File: src/rtl/frm_pkg.sv
// ----------------------------------------------------------------------------
// frm_pkg
// Shared types, codes and constant tables for the format string renderer.
// ----------------------------------------------------------------------------
package frm_pkg;

  typedef logic [3:0] frm_addr_t;

  localparam logic [1:0] OP_FMT = 2'd0;
  localparam logic [1:0] OP_INT = 2'd1;
  localparam logic [1:0] OP_STR = 2'd2;

  localparam logic [1:0] CONV_NONE = 2'd0;
  localparam logic [1:0] CONV_S    = 2'd1;
  localparam logic [1:0] CONV_D    = 2'd2;
  localparam logic [1:0] CONV_X    = 2'd3;

  localparam logic [7:0] CH_NUL     = 8'h00;
  localparam logic [7:0] CH_PERCENT = 8'h25;
  localparam logic [7:0] CH_S       = 8'h73;
  localparam logic [7:0] CH_D       = 8'h64;
  localparam logic [7:0] CH_X       = 8'h78;
  localparam logic [7:0] CH_MINUS   = 8'h2d;
  localparam logic [7:0] CH_ZERO    = 8'h30;
  localparam logic [7:0] CH_A_LESS10 = 8'h57;

  localparam logic [3:0] POS_DEC_TOP  = 4'd9;
  localparam logic [3:0] POS_HEX_TOP  = 4'd7;
  localparam logic [3:0] POS_NULL_TOP = 4'd5;

  // microcode addresses
  localparam frm_addr_t A_IDLE  = 4'd0;
  localparam frm_addr_t A_ECHO  = 4'd1;
  localparam frm_addr_t A_COUNT = 4'd2;
  localparam frm_addr_t A_NEG   = 4'd3;
  localparam frm_addr_t A_DSKIP = 4'd4;
  localparam frm_addr_t A_DEMIT = 4'd5;
  localparam frm_addr_t A_HSKIP = 4'd6;
  localparam frm_addr_t A_HEMIT = 4'd7;
  localparam frm_addr_t A_NULL  = 4'd8;

  // emit source
  localparam logic [2:0] E_NONE  = 3'd0;
  localparam logic [2:0] E_CHAR  = 3'd1;
  localparam logic [2:0] E_MINUS = 3'd2;
  localparam logic [2:0] E_DIGIT = 3'd3;
  localparam logic [2:0] E_NULL  = 3'd4;
  localparam logic [2:0] E_COUNT = 3'd5;

  // jump condition
  localparam logic [1:0] C_INPUT  = 2'd0;
  localparam logic [1:0] C_ALWAYS = 2'd1;
  localparam logic [1:0] C_POS0   = 2'd2;
  localparam logic [1:0] C_LEAD   = 2'd3;

  // last flag
  localparam logic [1:0] L_NONE   = 2'd0;
  localparam logic [1:0] L_ALWAYS = 2'd1;
  localparam logic [1:0] L_POS0   = 2'd2;

  typedef struct packed {
    logic [2:0] emit;
    logic [1:0] cond;
    frm_addr_t  target;
    logic       pos_dec;
    logic [1:0] last_mode;
    logic       hex;
  } frm_uword_t;

  typedef struct packed {
    logic [7:0]  ch;
    logic        is_count;
    logic [31:0] count;
    logic        last;
  } frm_result_t;

  // k * 10^pos, wide enough for nine thousand million
  function automatic logic [35:0] frm_dec_step(input logic [3:0] pos, input logic [3:0] k);
    logic [35:0] p;
    case (pos)
      4'd0:    p = 36'd1;
      4'd1:    p = 36'd10;
      4'd2:    p = 36'd100;
      4'd3:    p = 36'd1000;
      4'd4:    p = 36'd10000;
      4'd5:    p = 36'd100000;
      4'd6:    p = 36'd1000000;
      4'd7:    p = 36'd10000000;
      4'd8:    p = 36'd100000000;
      4'd9:    p = 36'd1000000000;
      default: p = 36'd0;
    endcase
    return p * {32'd0, k};
  endfunction

  function automatic logic [7:0] frm_digit_char(input logic [3:0] d);
    if (d < 4'd10) begin
      return CH_ZERO + {4'd0, d};
    end
    return CH_A_LESS10 + {4'd0, d};
  endfunction

  function automatic logic [7:0] frm_null_char(input logic [3:0] pos);
    logic [7:0] c;
    case (pos)
      4'd5:    c = 8'h28;
      4'd4:    c = 8'h6e;
      4'd3:    c = 8'h75;
      4'd2:    c = 8'h6c;
      4'd1:    c = 8'h6c;
      default: c = 8'h29;
    endcase
    return c;
  endfunction

endpackage

File: src/rtl/frm_out_reg.sv
// ----------------------------------------------------------------------------
// frm_out_reg
// Output register for the result channel.
// ----------------------------------------------------------------------------
module frm_out_reg (
  input  logic                clk,
  input  logic                rst_n,
  input  logic                load,
  input  frm_pkg::frm_result_t load_data,
  output logic                space,
  output logic                out_valid,
  input  logic                out_ready,
  output frm_pkg::frm_result_t out_data
);
  import frm_pkg::*;

  logic        valid_r;
  logic        valid_nxt;
  frm_result_t data_r;

  assign space     = !valid_r || out_ready;
  assign valid_nxt = load ? 1'b1 : (out_ready ? 1'b0 : valid_r);

  always_ff @(posedge clk) begin
    if (!rst_n) begin
      valid_r <= 1'b0;
    end else begin
      valid_r <= valid_nxt;
    end
  end

  always_ff @(posedge clk) begin
    if (load) begin
      data_r <= load_data;
    end
  end

  assign out_valid = valid_r;
  assign out_data  = data_r;

endmodule
File: config.mk
export PLATFORM = sky130hd
export DESIGN_NAME = frm_out_reg
export DESIGN_NICKNAME = d
export VERILOG_FILES = /design/src/rtl/frm_pkg.sv /design/src/rtl/frm_out_reg.sv
export SDC_FILE = /design/constraint.sdc
export NUM_CORES = 1
export LEC_CHECK = 0
export BUFFER_PORTS_ARGS = -buffer_cell sky130_fd_sc_hd__buf_2
export CORE_MARGIN = 5
export CORE_UTILIZATION = 43
export DETAILED_ROUTE_END_ITERATION = 6
export PLACE_DENSITY = 0.94
export SETUP_SLACK_MARGIN = 0.2
export SYNTH_ARGS = -nofsm -noshare
export SYNTH_HDL_FRONTEND = slang
export SYNTH_SLANG_ARGS = --single-unit
File: constraint.sdc
create_clock -name clk -period 1.2 [get_ports clk]
set_input_delay 0.06 -clock clk [delete_from_list [all_inputs] [get_ports clk]]
set_output_delay 0.06 -clock clk [all_outputs]
set_load 0.02 [all_outputs]
==> flow_metrics.tcl <==
set metrics [dict create \
    status "finished clean" \
    initial_core_util 0.440 \
    overflow 0 \
    diodes 0 \
    final_max_slew_viol_count 0 \
    cp-start-kind "flop" \
    syn_to_final_growth_pct 89.6 \
    vias 1076 \
    skew_ns 0 \
    io_pins 90 \
    arrival_ns 0.99 \
    grt_max_degree 44 \
    routed_wl_mm 4.73 \
    setup_ws_ns 0.149 \
    ys_seq_elements 43 \
    track_usage 0.212 \
    whs_path_depth 4 \
    crit_fanout 1 \
    drt_iter0_drc 76 \
    core.rowCount 20 \
    p_leak_nw 1.07 \
    path_cells "buf_6" \
    gp_congestion 0.695 \
    coreArea_um2 2980 \
    grt_pass1_vias 1174 \
    worstHoldStart "out_ready" \
    syn_area_um2 1310 \
    dr.pass1.iters 4 \
    dp_hpwl_mm 2.07 \
    reg2reg_depth 3 \
    hold_viol_final 0 \
    cap_violations 0 \
    tightest_slew_ns 0.226 \
    cp_top_family "flip-flops" \
    ys_types 5 \
    portBuffers 89 \
    pwr-share-clk 0.279 \
    avgRoutedWirePerCell_um 21.4 \
    vias_per_cell 4.87 \
    max_freq_ghz 0.952 \
    fin_setup_tns_ns 0 \
    synth.avg_cell_area_um2 28.5 \
    insertion_delay_ns 0.35 \
    ctsRootBufferMaster "clkbuf_4" \
    slowest_stage "edfxtp_1" \
    num-fill-cells 127 \
    drive_gt1_frac 0.543 \
    p_seq_frac 0.546 \
    fin_crit_sh 0.875 \
    rsz0062_at_grt "yes" \
    p_sw_frac 0.251 \
    die_w_um 65.2 \
    critPathBufInv 1 \
    crit_path_max_incr_delay_ns 0.47 \
    cp-end-kind "output port" \
    slew_headroom 0.849 \
    synth_warnings 0 \
    antenna_found_initial 0 \
    worstPathRequired_ns 1.14 \
    drc_errors 0 \
    period_needed_ns 1.05 \
    crit_type "flop to output port" \
    clk_pin_slew_ns 0.14 \
    cts_buffer_depth 2 \
    p_sw_w 0.000845 \
    h-tree-depth 2 \
    power_frac_comb 0.175 \
    die_area_um2 4250 \
    min_to "out_valid" \
    cts_tree "done" \
    final_nets 233 \
    setup_viol 0 \
    pre_cts_ws_ns 0.474 \
    cts.sinks 43 \
    syn_nets 92 \
    r2r_slack_ns 0.40 \
    reg2reg_from "out_valid" \
    hold_ws_ns 0.0909 \
    synthCells 46 \
    numCtsBuffers 5 \
    hold_path.class "input pin to flop" \
    power-per-cell-area_nw_per_um2 1350 \
    seq_area_frac_synth 0.978 \
    vdd_drop_max_mv 1.03 \
    r2r-end "out_valid" \
    ant_nets 0 \
    die_y_um 65.2 \
    grt_pass1_wl_mm 6.26 \
    p_int_w 0.00252 \
]
flip-flops by register name, indices dropped and copies added (netlist names):
register and count:
out_data 42, out_valid 1
cells in the final DEF, fill, tap and decap left out:
cell            n
edfxtp_1       42
buf_6          23
buf_2          65
clkinv_2        1
clkinv_4        1
buf_12          1
buf_4           2
nand2b_4        1
inv_1           1
dlygate4sd3_1  43
a21boi_2        1
bufinv_16       1
clkbuf_4        5
dfxtp_2         1
final cells by class:
cell class / count / area (µm²) / share of cell area
flip-flops and latches: 43 / 1280 / 0.516
well taps: 33 / 41.3 / 0.0166
repair buffers: 134 / 1050 / 0.423
clock inverters: 3 / 43.8 / 0.0176
inverters: 1 / 3.75 / 0.00151
clock buffers: 5 / 37.5 / 0.0151
multi-input cells: 2 / 25.0 / 0.0101
per-stage QoR:
stage / util / instances / instance area [µm²] / total power (W)
floorplan: - / 46 / 1310 / 0.00201
global placement: 0.610 / 169 / 1820 / 0.00221
detailed placement: 0.610 / 169 / 1820 / 0.00222
CTS: 0.784 / 220 / 2340 / 0.00321
global route: 0.834 / 221 / 2480 / 0.00347
finish: 0.834 / 221 / 2480 / 0.00336
logic make-up (layout without fill, tap and decap cells):
group           Yosys count  count (layout)  synth area share
flops                    43              43             0.978
simple gates              1               1            0.0105
compound gates            1               1           0.00860
buf+inv                   1             143           0.00286
repair_timing:
action,4_1_cts,5_1_grt
hold buffers,43,0
endpoints found under the setup margin,3,26
setup buffers,0,1
hold endpoints to repair,43,0
gates resized for setup,3,47
power groups by stage:
stage,combinational (W),clock (W),sequential [W]
2_1_floorplan,0.00000867,0,0.00200
4_1_cts,0.000495,0.000912,0.00181
5_1_grt,0.000614,0.00102,0.00185
3_3_place_gp,0.000375,0,0.00183
6_report,0.000587,0.000940,0.00184
3_5_place_dp,0.000385,0,0.00184
synthesized netlist by cell type:
library cell | number | area (µm²)
edfxtp_1 | 42 | 1260
a21boi_2 | 1 | 11.3
dfxtp_1 | 1 | 20.0
inv_1 | 1 | 3.75
nand2b_4 | 1 | 13.8
worst max-delay path by stage:
stage | slack (ns) | from | cells past startpoint | to
floorplan | 0.43 | out_valid | 2 | out_valid
global placement | 0.50 | load | 2 | out_data[17]
detailed placement | 0.47 | load | 2 | out_data[6]
CTS | 0.19 | out_data[13] | 1 | out_data[13]
global route | 0.11 | out_data[16] | 1 | out_data[16]
finish | 0.15 | out_data[16] | 1 | out_data[16]
metal layers:
layer | vias to the layer above | GRT usage | part of all wire
met3 | 12 | 0.0718 | 0.11
met2 | 87 | 0.353 | 0.49
met5 | - | 0 | 0
li1 | 465 | - | -
met4 | 0 | 0.0777 | 0.018
met1 | 512 | 0.255 | 0.38
No activity file was read; power rests on OpenSTA's default activity.
