File: src/rtl/frm_pkg.sv
// ----------------------------------------------------------------------------
// frm_pkg
// Shared types, codes and constant tables for the format string renderer.
// ----------------------------------------------------------------------------
package frm_pkg;

  typedef logic [3:0] frm_addr_t;

  localparam logic [1:0] OP_FMT = 2'd0;
  localparam logic [1:0] OP_INT = 2'd1;
  localparam logic [1:0] OP_STR = 2'd2;

  localparam logic [1:0] CONV_NONE = 2'd0;
  localparam logic [1:0] CONV_S    = 2'd1;
  localparam logic [1:0] CONV_D    = 2'd2;
  localparam logic [1:0] CONV_X    = 2'd3;

  localparam logic [7:0] CH_NUL     = 8'h00;
  localparam logic [7:0] CH_PERCENT = 8'h25;
  localparam logic [7:0] CH_S       = 8'h73;
  localparam logic [7:0] CH_D       = 8'h64;
  localparam logic [7:0] CH_X       = 8'h78;
  localparam logic [7:0] CH_MINUS   = 8'h2d;
  localparam logic [7:0] CH_ZERO    = 8'h30;
  localparam logic [7:0] CH_A_LESS10 = 8'h57;

  localparam logic [3:0] POS_DEC_TOP  = 4'd9;
  localparam logic [3:0] POS_HEX_TOP  = 4'd7;
  localparam logic [3:0] POS_NULL_TOP = 4'd5;

  // microcode addresses
  localparam frm_addr_t A_IDLE  = 4'd0;
  localparam frm_addr_t A_ECHO  = 4'd1;
  localparam frm_addr_t A_COUNT = 4'd2;
  localparam frm_addr_t A_NEG   = 4'd3;
  localparam frm_addr_t A_DSKIP = 4'd4;
  localparam frm_addr_t A_DEMIT = 4'd5;
  localparam frm_addr_t A_HSKIP = 4'd6;
  localparam frm_addr_t A_HEMIT = 4'd7;
  localparam frm_addr_t A_NULL  = 4'd8;

  // emit source
  localparam logic [2:0] E_NONE  = 3'd0;
  localparam logic [2:0] E_CHAR  = 3'd1;
  localparam logic [2:0] E_MINUS = 3'd2;
  localparam logic [2:0] E_DIGIT = 3'd3;
  localparam logic [2:0] E_NULL  = 3'd4;
  localparam logic [2:0] E_COUNT = 3'd5;

  // jump condition
  localparam logic [1:0] C_INPUT  = 2'd0;
  localparam logic [1:0] C_ALWAYS = 2'd1;
  localparam logic [1:0] C_POS0   = 2'd2;
  localparam logic [1:0] C_LEAD   = 2'd3;

  // last flag
  localparam logic [1:0] L_NONE   = 2'd0;
  localparam logic [1:0] L_ALWAYS = 2'd1;
  localparam logic [1:0] L_POS0   = 2'd2;

  typedef struct packed {
    logic [2:0] emit;
    logic [1:0] cond;
    frm_addr_t  target;
    logic       pos_dec;
    logic [1:0] last_mode;
    logic       hex;
  } frm_uword_t;

  typedef struct packed {
    logic [7:0]  ch;
    logic        is_count;
    logic [31:0] count;
    logic        last;
  } frm_result_t;

  // k * 10^pos, wide enough for nine thousand million
  function automatic logic [35:0] frm_dec_step(input logic [3:0] pos, input logic [3:0] k);
    logic [35:0] p;
    case (pos)
      4'd0:    p = 36'd1;
      4'd1:    p = 36'd10;
      4'd2:    p = 36'd100;
      4'd3:    p = 36'd1000;
      4'd4:    p = 36'd10000;
      4'd5:    p = 36'd100000;
      4'd6:    p = 36'd1000000;
      4'd7:    p = 36'd10000000;
      4'd8:    p = 36'd100000000;
      4'd9:    p = 36'd1000000000;
      default: p = 36'd0;
    endcase
    return p * {32'd0, k};
  endfunction

  function automatic logic [7:0] frm_digit_char(input logic [3:0] d);
    if (d < 4'd10) begin
      return CH_ZERO + {4'd0, d};
    end
    return CH_A_LESS10 + {4'd0, d};
  endfunction

  function automatic logic [7:0] frm_null_char(input logic [3:0] pos);
    logic [7:0] c;
    case (pos)
      4'd5:    c = 8'h28;
      4'd4:    c = 8'h6e;
      4'd3:    c = 8'h75;
      4'd2:    c = 8'h6c;
      4'd1:    c = 8'h6c;
      default: c = 8'h29;
    endcase
    return c;
  endfunction

endpackage

File: src/rtl/frm_ucode_rom.sv
// ----------------------------------------------------------------------------
// frm_ucode_rom
// Control store: one control word per sequencer step.
// ----------------------------------------------------------------------------
module frm_ucode_rom (
  input  frm_pkg::frm_addr_t  addr,
  output frm_pkg::frm_uword_t uword
);
  import frm_pkg::*;

  always_comb begin
    unique case (addr)
      A_ECHO:  uword = '{emit: E_CHAR,  cond: C_ALWAYS, target: A_IDLE,
                         pos_dec: 1'b0, last_mode: L_ALWAYS, hex: 1'b0};
      A_COUNT: uword = '{emit: E_COUNT, cond: C_ALWAYS, target: A_IDLE,
                         pos_dec: 1'b0, last_mode: L_ALWAYS, hex: 1'b0};
      A_NEG:   uword = '{emit: E_MINUS, cond: C_ALWAYS, target: A_DSKIP,
                         pos_dec: 1'b0, last_mode: L_NONE, hex: 1'b0};
      A_DSKIP: uword = '{emit: E_NONE,  cond: C_LEAD,   target: A_DEMIT,
                         pos_dec: 1'b1, last_mode: L_NONE, hex: 1'b0};
      A_DEMIT: uword = '{emit: E_DIGIT, cond: C_POS0,   target: A_IDLE,
                         pos_dec: 1'b1, last_mode: L_POS0, hex: 1'b0};
      A_HSKIP: uword = '{emit: E_NONE,  cond: C_LEAD,   target: A_HEMIT,
                         pos_dec: 1'b1, last_mode: L_NONE, hex: 1'b1};
      A_HEMIT: uword = '{emit: E_DIGIT, cond: C_POS0,   target: A_IDLE,
                         pos_dec: 1'b1, last_mode: L_POS0, hex: 1'b1};
      A_NULL:  uword = '{emit: E_NULL,  cond: C_POS0,   target: A_IDLE,
                         pos_dec: 1'b1, last_mode: L_POS0, hex: 1'b0};
      default: uword = '{emit: E_NONE,  cond: C_INPUT,  target: A_IDLE,
                         pos_dec: 1'b0, last_mode: L_NONE, hex: 1'b0};
    endcase
  end

endmodule

File: config.mk
export PLATFORM = sky130hd
export DESIGN_NAME = frm_ucode_rom
export DESIGN_NICKNAME = d
export VERILOG_FILES = /design/src/rtl/frm_pkg.sv /design/src/rtl/frm_ucode_rom.sv
export SDC_FILE = /design/constraint.sdc
export NUM_CORES = 1
export LEC_CHECK = 0
export BUFFER_PORTS_ARGS = -buffer_cell sky130_fd_sc_hd__buf_2
export CELL_PAD_IN_SITES_DETAIL_PLACEMENT = 0
export CELL_PAD_IN_SITES_GLOBAL_PLACEMENT = 1
export CORE_AREA = 4 4 41 43
export DETAILED_ROUTE_END_ITERATION = 8
export DIE_AREA = 0 0 45 47
export PLACE_DENSITY = 0.64
export SYNTH_ARGS = -nofsm -noshare
export SYNTH_HDL_FRONTEND = slang
export SYNTH_SLANG_ARGS = --single-unit
File: constraint.sdc
create_clock -name vclk -period 1
set_clock_uncertainty 0.05 [all_clocks]
set_input_delay 0.2 -clock vclk [all_inputs]
set_output_delay 0.2 -clock vclk [all_outputs]
set_load 0.005 [all_outputs]
==> results of run 1 <==
==> cells by family (layout without fill, tap and decap cells) <==
kind of cell | count (synthesis) | after routing | synth area share
compound gates | 5 | 5 | 0.162
fa+ha+maj | 4 | 4 | 0.250
buf+inv | 6 | 25 | 0.156
mux | 1 | 1 | 0.0500
other cells | 1 | 1 | 0.0187
simple gates | 13 | 13 | 0.363
==> through the flow <==
step           std cells   util  setup WS (ns)  hold WS [ns]
2_1_floorplan         30      -        0.00238         0.381
3_3_place_gp          62  0.238         -0.233         0.677
3_5_place_dp          62  0.238         -0.255         0.670
4_1_cts               64  0.306         -0.164         0.658
5_1_grt               64  0.319         -0.182         0.690
6_report              64  0.319         -0.145         0.663
==> final timing paths <==
path | startpoint | end | slack (ns) | cells past startpoint
setup / recovery | addr[0] | uword[11] | -0.15 | 6
hold / removal | addr[3] | uword[8] | 0.66 | 3
==> Yosys cell counts (2+ instances only) <==
cell and number:
nand2_1 2, buf_4 2, nand2b_1 3, inv_1 3, a21oi_1 3, ha_1 4, nor2_1 5
==> power groups by stage <==
stage          combinational, mW  clock, mW  sequential, mW
2_1_floorplan             0.0578          0               0
3_3_place_gp               0.110          0               0
3_5_place_dp               0.110          0               0
4_1_cts                    0.144          0               0
5_1_grt                    0.172          0               0
6_report                   0.155          0               0
==> area by class of cell <==
type                            instances  area (um2)
Inverter                                3        23.8
Tap cell                               15        18.8
Multi-Input combinational cell         24         228
Timing Repair Buffer                   22         145
Fill cell                             145         886
==> timing repair <==
| item | CTS | global route |
|---|---|---|
| gates resized for setup | 18 | 5 |
| pin swaps | 4 | 4 |
| cloned | 0 | 0 |
| setup buffers | 2 | 0 |
| endpoints found under the setup margin | 10 | 12 |
==> metal layers <==
metal,GRT usage,vias to the layer above,wire length [um]
met4,0,0,0
met1,0.0876,105,277
met3,0.0115,0,90
li1,-,130,-
met2,0.0932,13,262
met5,0,-,0
==> placed cells by master (no fill, tap or decap), types with 2 or more instances in the layout <==
master	n
buf_2	14
buf_6	2
buf_4	5
nand2_1	2
ha_4	3
nand2b_1	2
nor2_1	5
a21oi_1	2
nand2b_4	2
==> results.py, run 1 <==
metrics = {
    "clock_network": {
        "hold_buffers": 0,
    },
    "logic_synthesis": {
        "postSynthCellCount": 30,
        "ys_seq_area_frac": 0,
        "yosysWarningCount": 0,
        "synth_cell_types": 15,
        "yosysTopAreaCellShare": 0.250,
        "syn-cell-area_um2": 200,
        "synth_top_cells_by_area": "ha_1, nand2b_1, nor2_1",
        "synth_nets": 38,
        "syn_area_per_cell_um2": 6.67,
        "yosysTopAreaCell": "ha_1",
    },
    "floorplanning": {
        "std_cell_rows": 13,
        "core_area_mm2": 0.00130,
        "dieHeight_um": 47,
        "die_area_mm2": 0.00212,
        "start_util": 0.154,
        "die_w_um": 45,
        "io-pin-count": 17,
    },
    "route": {
        "viasPerCell": 3.88,
        "drt_iter0_drc": 0,
        "wl_um": 630,
        "drc": 0,
        "wire_per_inst_um": 9.84,
        "vias": 248,
        "drtAntennaViolNets": 0,
        "first_pass_iters": 1,
    },
    "power": {
        "p_per_area_mw_per_mm2": 373,
        "p_switching_mw": 0.0721,
        "p_seq_frac": 0,
        "clkPwrFrac": 0,
        "p_total_mw": 0.155,
        "intPower_mw": 0.0830,
        "power_frac_comb": 1.000,
        "ir_drop_uv": 128,
        "leakage_nw": 0.215,
        "swShare": 0.465,
    },
    "place": {
        "gp_congestion": 0.788,
        "portBuffers": 16,
        "dp_hpwl_um": 480,
        "placement.cell_area_um2": 309,
    },
    "setup_path": {
        "cpLargestDelayFamily": "buffers and inverters",
        "critPathRequiredTime_ns": 0.75,
        "worstPathArrival_ns": 0.90,
        "critical_path_class": "primary input to primary output",
        "crit_chain": "buf_8 -> buf_4 -> ha_2 -> nand2b_1 -> a21oi_1 -> buf_2",
        "critPathSlowestCell": "ha_2",
        "max_stage_delay_ns": 0.16,
        "cp-end-kind": "primary output",
        "cp_max_fo": 5,
        "path_buf_inv": 3,
        "cp-start-kind": "primary input",
    },
    "global_route": {
        "grt_pass1_vias": 228,
        "grt-ovfl-total": 0,
        "gr-usage-all-layers": 0.0590,
        "grt_max_degree": 10,
        "antenna_found_initial": 0,
        "grt_pass1_wl_um": 979,
    },
    "flow_run": {
        "maxCapViolCount": 0,
    },
    "cells_and_area": {
        "clkbuf_count": 0,
        "areaGrowthSynthToFinish_pct": 107,
        "antenna_cells": 0,
        "seq_area_um2": 0,
        "seq_cells": 0,
        "nets": 59,
        "design_area_um2": 415,
        "layout-drive-gt1-share": 0.694,
    },
    "timing": {
        "fin_crit_ns": 1.15,
        "setup_violations": 10,
        "clock.fmax_mhz": 873,
        "rsz0062_at_grt": "true",
        "fin_tns_setup_ns": -0.830,
        "setup_ws_ns": -0.145,
        "fin_crit_sh": 1.15,
        "finalMaxSlewViolations": 0,
        "hold_violations": 0,
    },
    "outcome": {
        "violations": "setup timing",
        "status": "finished with violations",
    },
    "worst_hold_path": {
        "hp-class": "primary input to primary output",
    },
}
Note: power is estimated with default switching activity, not from simulation.
==> run 2, diff against run 1 <==
- REMOVE_ABC_BUFFERS: default -> 1
==> results.py, run 2 (synthesized netlist as in run 1, its figures left out) <==
metrics = {
    "place": {
        "dp_slack_ns": -0.262,
        "dp_cells": 64,
        "dp_hpwl_um": 471,
        "portBuffers": 16,
        "gp_congestion": 0.699,
    },
    "global_route": {
        "grt-ovfl-total": 0,
        "grt_pass1_vias": 249,
        "gr-usage-all-layers": 0.0637,
        "antenna_found_initial": 0,
        "grt_max_degree": 10,
        "grt_pass1_wl_mm": 1.04,
    },
    "power": {
        "ir_drop_uv": 125,
        "power_frac_comb": 1.000,
        "p_switching_mw": 0.0785,
        "clkPwrFrac": 0,
        "p_seq_frac": 0,
        "swShare": 0.457,
        "p_per_area_mw_per_mm2": 383,
        "leakage_nw": 0.223,
        "intPower_mw": 0.0931,
    },
    "floorplanning": {
        "die_area_mm2": 0.00212,
        "start_util": 0.154,
        "io-pin-count": 17,
        "dieHeight_um": 47,
        "std_cell_rows": 13,
        "core_area_mm2": 0.00130,
        "die_w_um": 45,
    },
    "route": {
        "drtAntennaViolNets": 0,
        "wire_per_inst_um": 10.5,
        "first_pass_iters": 1,
        "wl_um": 680,
        "drt_iter0_drc": 0,
        "viasPerCell": 3.94,
        "drc": 0,
        "vias": 256,
    },
    "timing": {
        "rsz0062_at_grt": "true",
        "fin_crit_sh": 1.13,
        "finalMaxSlewViolations": 0,
        "setup_violations": 10,
        "setup_ws_ns": -0.133,
        "fin_tns_setup_ns": -0.760,
        "fin_crit_ns": 1.13,
        "clock.fmax_mhz": 883,
        "hold_violations": 0,
    },
    "cells_and_area": {
        "final_common_cell": "buf_2",
        "seq_cells": 0,
        "clkbuf_count": 0,
        "antenna_cells": 0,
        "layout-drive-gt1-share": 0.760,
        "areaGrowthSynthToFinish_pct": 124,
        "layoutNonFillerInstCount": 65,
        "final_util": 0.344,
        "seq_area_um2": 0,
        "nets": 60,
        "final_cell_mix": "buf_2, buf_4, ha_4, buf_6",
    },
    "setup_path": {
        "critPathSlowestCell": "ha_2",
        "critPathRequiredTime_ns": 0.75,
        "worstPathArrival_ns": 0.88,
        "cp_max_fo": 3,
        "crit_chain": "buf_8 -> inv_4 -> ha_2 -> nor2b_4 -> a211oi_2 -> buf_2",
        "max_stage_delay_ns": 0.17,
        "critical_path_class": "primary input to primary output",
        "cp-start-kind": "primary input",
        "cp-end-kind": "primary output",
    },
    "worst_hold_path": {
        "hp-class": "primary input to primary output",
    },
    "outcome": {
        "status": "finished with violations",
        "violations": "setup timing",
    },
    "clock_network": {
        "hold_buffers": 0,
    },
    "flow_run": {
        "maxCapViolCount": 0,
    },
}
-- run 2: what timing repair did --
action                                  CTS  global route
gates resized for setup                  22             7
endpoints found under the setup margin   10            12
buffers inserted                          1             0
pin swaps                                 7             5
-- run 2: metrics by stage --
step | cell area, um2 | total power, mW | hold WS, ns
after floorplan | 180 | 0.0460 | 0.370
after global placement | 324 | 0.115 | 0.730
after detailed placement | 324 | 0.115 | 0.732
after CTS | 420 | 0.152 | 0.689
after global routing | 448 | 0.190 | 0.719
final | 448 | 0.172 | 0.700
-- run 2: worst max-delay path: cells and delay by family --
family / cells / cell delay [ns]
buf+inv: 3 / 0.26
compound gates: 1 / 0.14
fa+ha+maj: 1 / 0.17
simple gates: 1 / 0.12
-- run 2: path summary, 6_finish.rpt --
kind              startpoint       end  slack [ns]  depth (start not counted)
hold / removal       addr[0]  uword[4]        0.70                          4
setup / recovery     addr[0]  uword[8]       -0.13                          6
-- run 2: metal layers --
metal  track usage  vias up  share of wire
met4             0        0              0
met1        0.0742      110           0.39
met3       0.00766        0           0.12
met5             0        -              0
li1              -      133              -
met2         0.130       13           0.49
-- run 2: cell type report --
type	count	area [um2]
Fill cell	150	853
Timing Repair Buffer	23	166
Inverter	3	18.8
Tap cell	15	18.8
Multi-Input combinational cell	24	244
-- run 2: power by group through the flow --
stage / clock (mW) / combinational, mW / sequential (mW)
after global placement: 0 / 0.115 / 0
after CTS: 0 / 0.152 / 0
after global routing: 0 / 0.190 / 0
after detailed placement: 0 / 0.115 / 0
after floorplan: 0 / 0.0460 / 0
final: 0 / 0.172 / 0
==> run 3, diff against run 2 <==
- ABC_AREA: default -> 1
==> results.py, run 3 <==
metrics = {
    "global_route": {
        "grt_pass1_wl_um": 910,
        "grt_max_degree": 7,
        "grt-ovfl-total": 0,
        "grt_pass1_vias": 252,
        "antenna_found_initial": 0,
        "gr-usage-all-layers": 0.0535,
    },
    "cells_and_area": {
        "nets": 60,
        "final_cell_mix": "buf_2, nand2_1, nand2_2, inv_1",
        "seq_area_um2": 0,
        "clkbuf_count": 0,
        "layout-drive-gt1-share": 0.680,
        "seq_cells": 0,
        "areaGrowthSynthToFinish_pct": 132,
        "fill_cells": 149,
        "layoutNonFillerInstCount": 65,
        "final_common_cell": "buf_2",
        "antenna_cells": 0,
    },
    "power": {
        "clkPwrFrac": 0,
        "swShare": 0.506,
        "p_per_area_mw_per_mm2": 357,
        "ir_drop_uv": 124,
        "leakage_nw": 0.240,
        "p_seq_frac": 0,
        "p_total_mw": 0.143,
        "intPower_mw": 0.0706,
        "p_switching_mw": 0.0722,
        "power_frac_comb": 1.000,
    },
    "worst_hold_path": {
        "hp-class": "primary input to primary output",
    },
    "clock_network": {
        "hold_buffers": 0,
        "post_cts_buffers": 0,
    },
    "logic_synthesis": {
        "yosysMostFrequentCell": "nand2_1",
        "synth_top_cells_by_area": "ha_1, nand2_1, inv_1",
        "yosysTopAreaCellShare": 0.290,
        "netlist_top_cells_count": "nand2_1, inv_1, ha_1, nand3_1",
        "ys_seq_area_frac": 0,
        "yosysTopAreaCell": "ha_1",
        "yosysWarningCount": 0,
        "syn_area_per_cell_um2": 5.23,
        "synth_cell_types": 8,
        "postSynthCellCount": 33,
        "syn-cell-area_um2": 173,
    },
    "timing": {
        "fin_tns_setup_ns": -0.241,
        "finalMaxSlewViolations": 0,
        "hold_violations": 0,
        "fin_crit_ns": 1.05,
        "setup_violations": 8,
        "holdWs_ns": 0.663,
        "fin_crit_sh": 1.05,
        "clock.fmax_mhz": 950,
        "rsz0062_at_grt": "true",
        "setup_ws_ns": -0.0521,
    },
    "setup_path": {
        "critPathRequiredTime_ns": 0.75,
        "cp-start-kind": "primary input",
        "critical_path_class": "primary input to primary output",
        "crit_end": "uword[10]",
        "cp-end-kind": "primary output",
        "startpoint": "addr[0]",
        "worstPathArrival_ns": 0.80,
        "cp_max_fo": 4,
    },
    "floorplanning": {
        "die_area_mm2": 0.00212,
        "dieHeight_um": 47,
        "io-pin-count": 17,
        "die_w_um": 45,
        "std_cell_rows": 13,
        "start_util": 0.133,
        "core_area_mm2": 0.00130,
    },
    "place": {
        "gp_congestion": 0.635,
        "dp_cells": 65,
        "dp_hpwl_um": 481,
        "portBuffers": 16,
        "dp_slack_ns": -0.174,
    },
    "route": {
        "vias": 240,
        "drt_iter0_drc": 0,
        "wire_per_inst_um": 8.75,
        "first_pass_iters": 1,
        "wl_um": 569,
        "drtAntennaViolNets": 0,
        "drc": 0,
        "viasPerCell": 3.69,
    },
    "outcome": {
        "status": "finished with violations",
        "violations": "setup timing",
    },
    "flow_run": {
        "maxCapViolCount": 0,
    },
}
==> run 3: cell types whose count changed in the layout (fill, tap and decap cells not counted), moves of 2 or more <==
cell / previous run / this run
nand2_2: 0 / 4
buf_4: 5 / 0
nor2_2: 2 / 0
inv_1: 1 / 4
a21oi_2: 2 / 0
nand3_2: 0 / 2
nand2_1: 2 / 9
nand2b_4: 2 / 0
nand2b_1: 2 / 0
==> run 3: power by group through the flow <==
| stage | Sequential, mW | Combinational, mW | Clock (mW) |
|---|---|---|---|
| 2_1_floorplan | 0 | 0.0395 | 0 |
| 6_report | 0 | 0.143 | 0 |
| 3_5_place_dp | 0 | 0.0949 | 0 |
| 4_1_cts | 0 | 0.138 | 0 |
| 3_3_place_gp | 0 | 0.0947 | 0 |
| 5_1_grt | 0 | 0.158 | 0 |
==> run 3: layout make-up <==
class                           instances  area (um2)  share of cell area
Timing Repair Buffer                   19         134               0.334
Inverter                                7        38.8              0.0969
Tap cell                               15        18.8              0.0469
Multi-Input combinational cell         24         209               0.522
==> run 3: logic make-up (layout without fill, tap and decap cells) <==
family	count (synthesis)	after routing	synth area share
adders and majority gates	4	4	0.290
buffers and inverters	9	26	0.239
other	1	1	0.0217
and+or+nand+nor	19	19	0.449
==> run 3: how the worst min path moves through the flow <==
stage                     depth (start not counted)  slack (ns)       end    start
after floorplan                                   1        0.38  uword[5]  addr[3]
after global placement                            3        0.63  uword[5]  addr[3]
after detailed placement                          3        0.63  uword[5]  addr[3]
after CTS                                         3        0.67  uword[5]  addr[3]
after global routing                              4        0.68  uword[0]  addr[1]
final                                             4        0.66  uword[0]  addr[1]
==> run 3: metal layers <==
| layer | GRT usage | up-vias | wire [um] |
|---|---|---|---|
| li1 | - | 127 | - |
| met1 | 0.0562 | 108 | 194 |
| met2 | 0.121 | 5 | 347 |
| met3 | 0 | 0 | 28 |
| met4 | 0 | 0 | 0 |
| met5 | 0 | - | 0 |
==> run 3: per-stage QoR <==
step | util | area (um2)
5_1_grt | 0.308 | 400
4_1_cts | 0.298 | 388
2_1_floorplan | - | 158
6_report | 0.308 | 400
3_3_place_gp | 0.214 | 279
3_5_place_dp | 0.214 | 279
==> run 3: timing repair <==
item | 4_1_cts | 5_1_grt
resized for setup | 25 | 5
gates cloned | 0 | 0
endpoints found under the setup margin | 10 | 12
pin swaps | 6 | 2
==> run 3: worst max-delay path: stages <==
cell and delay, ns:
buf_8 0.11, inv_8 0.06, ha_4 0.20, nand2_2 0.07
nand2_1 0.05, buf_2 0.12
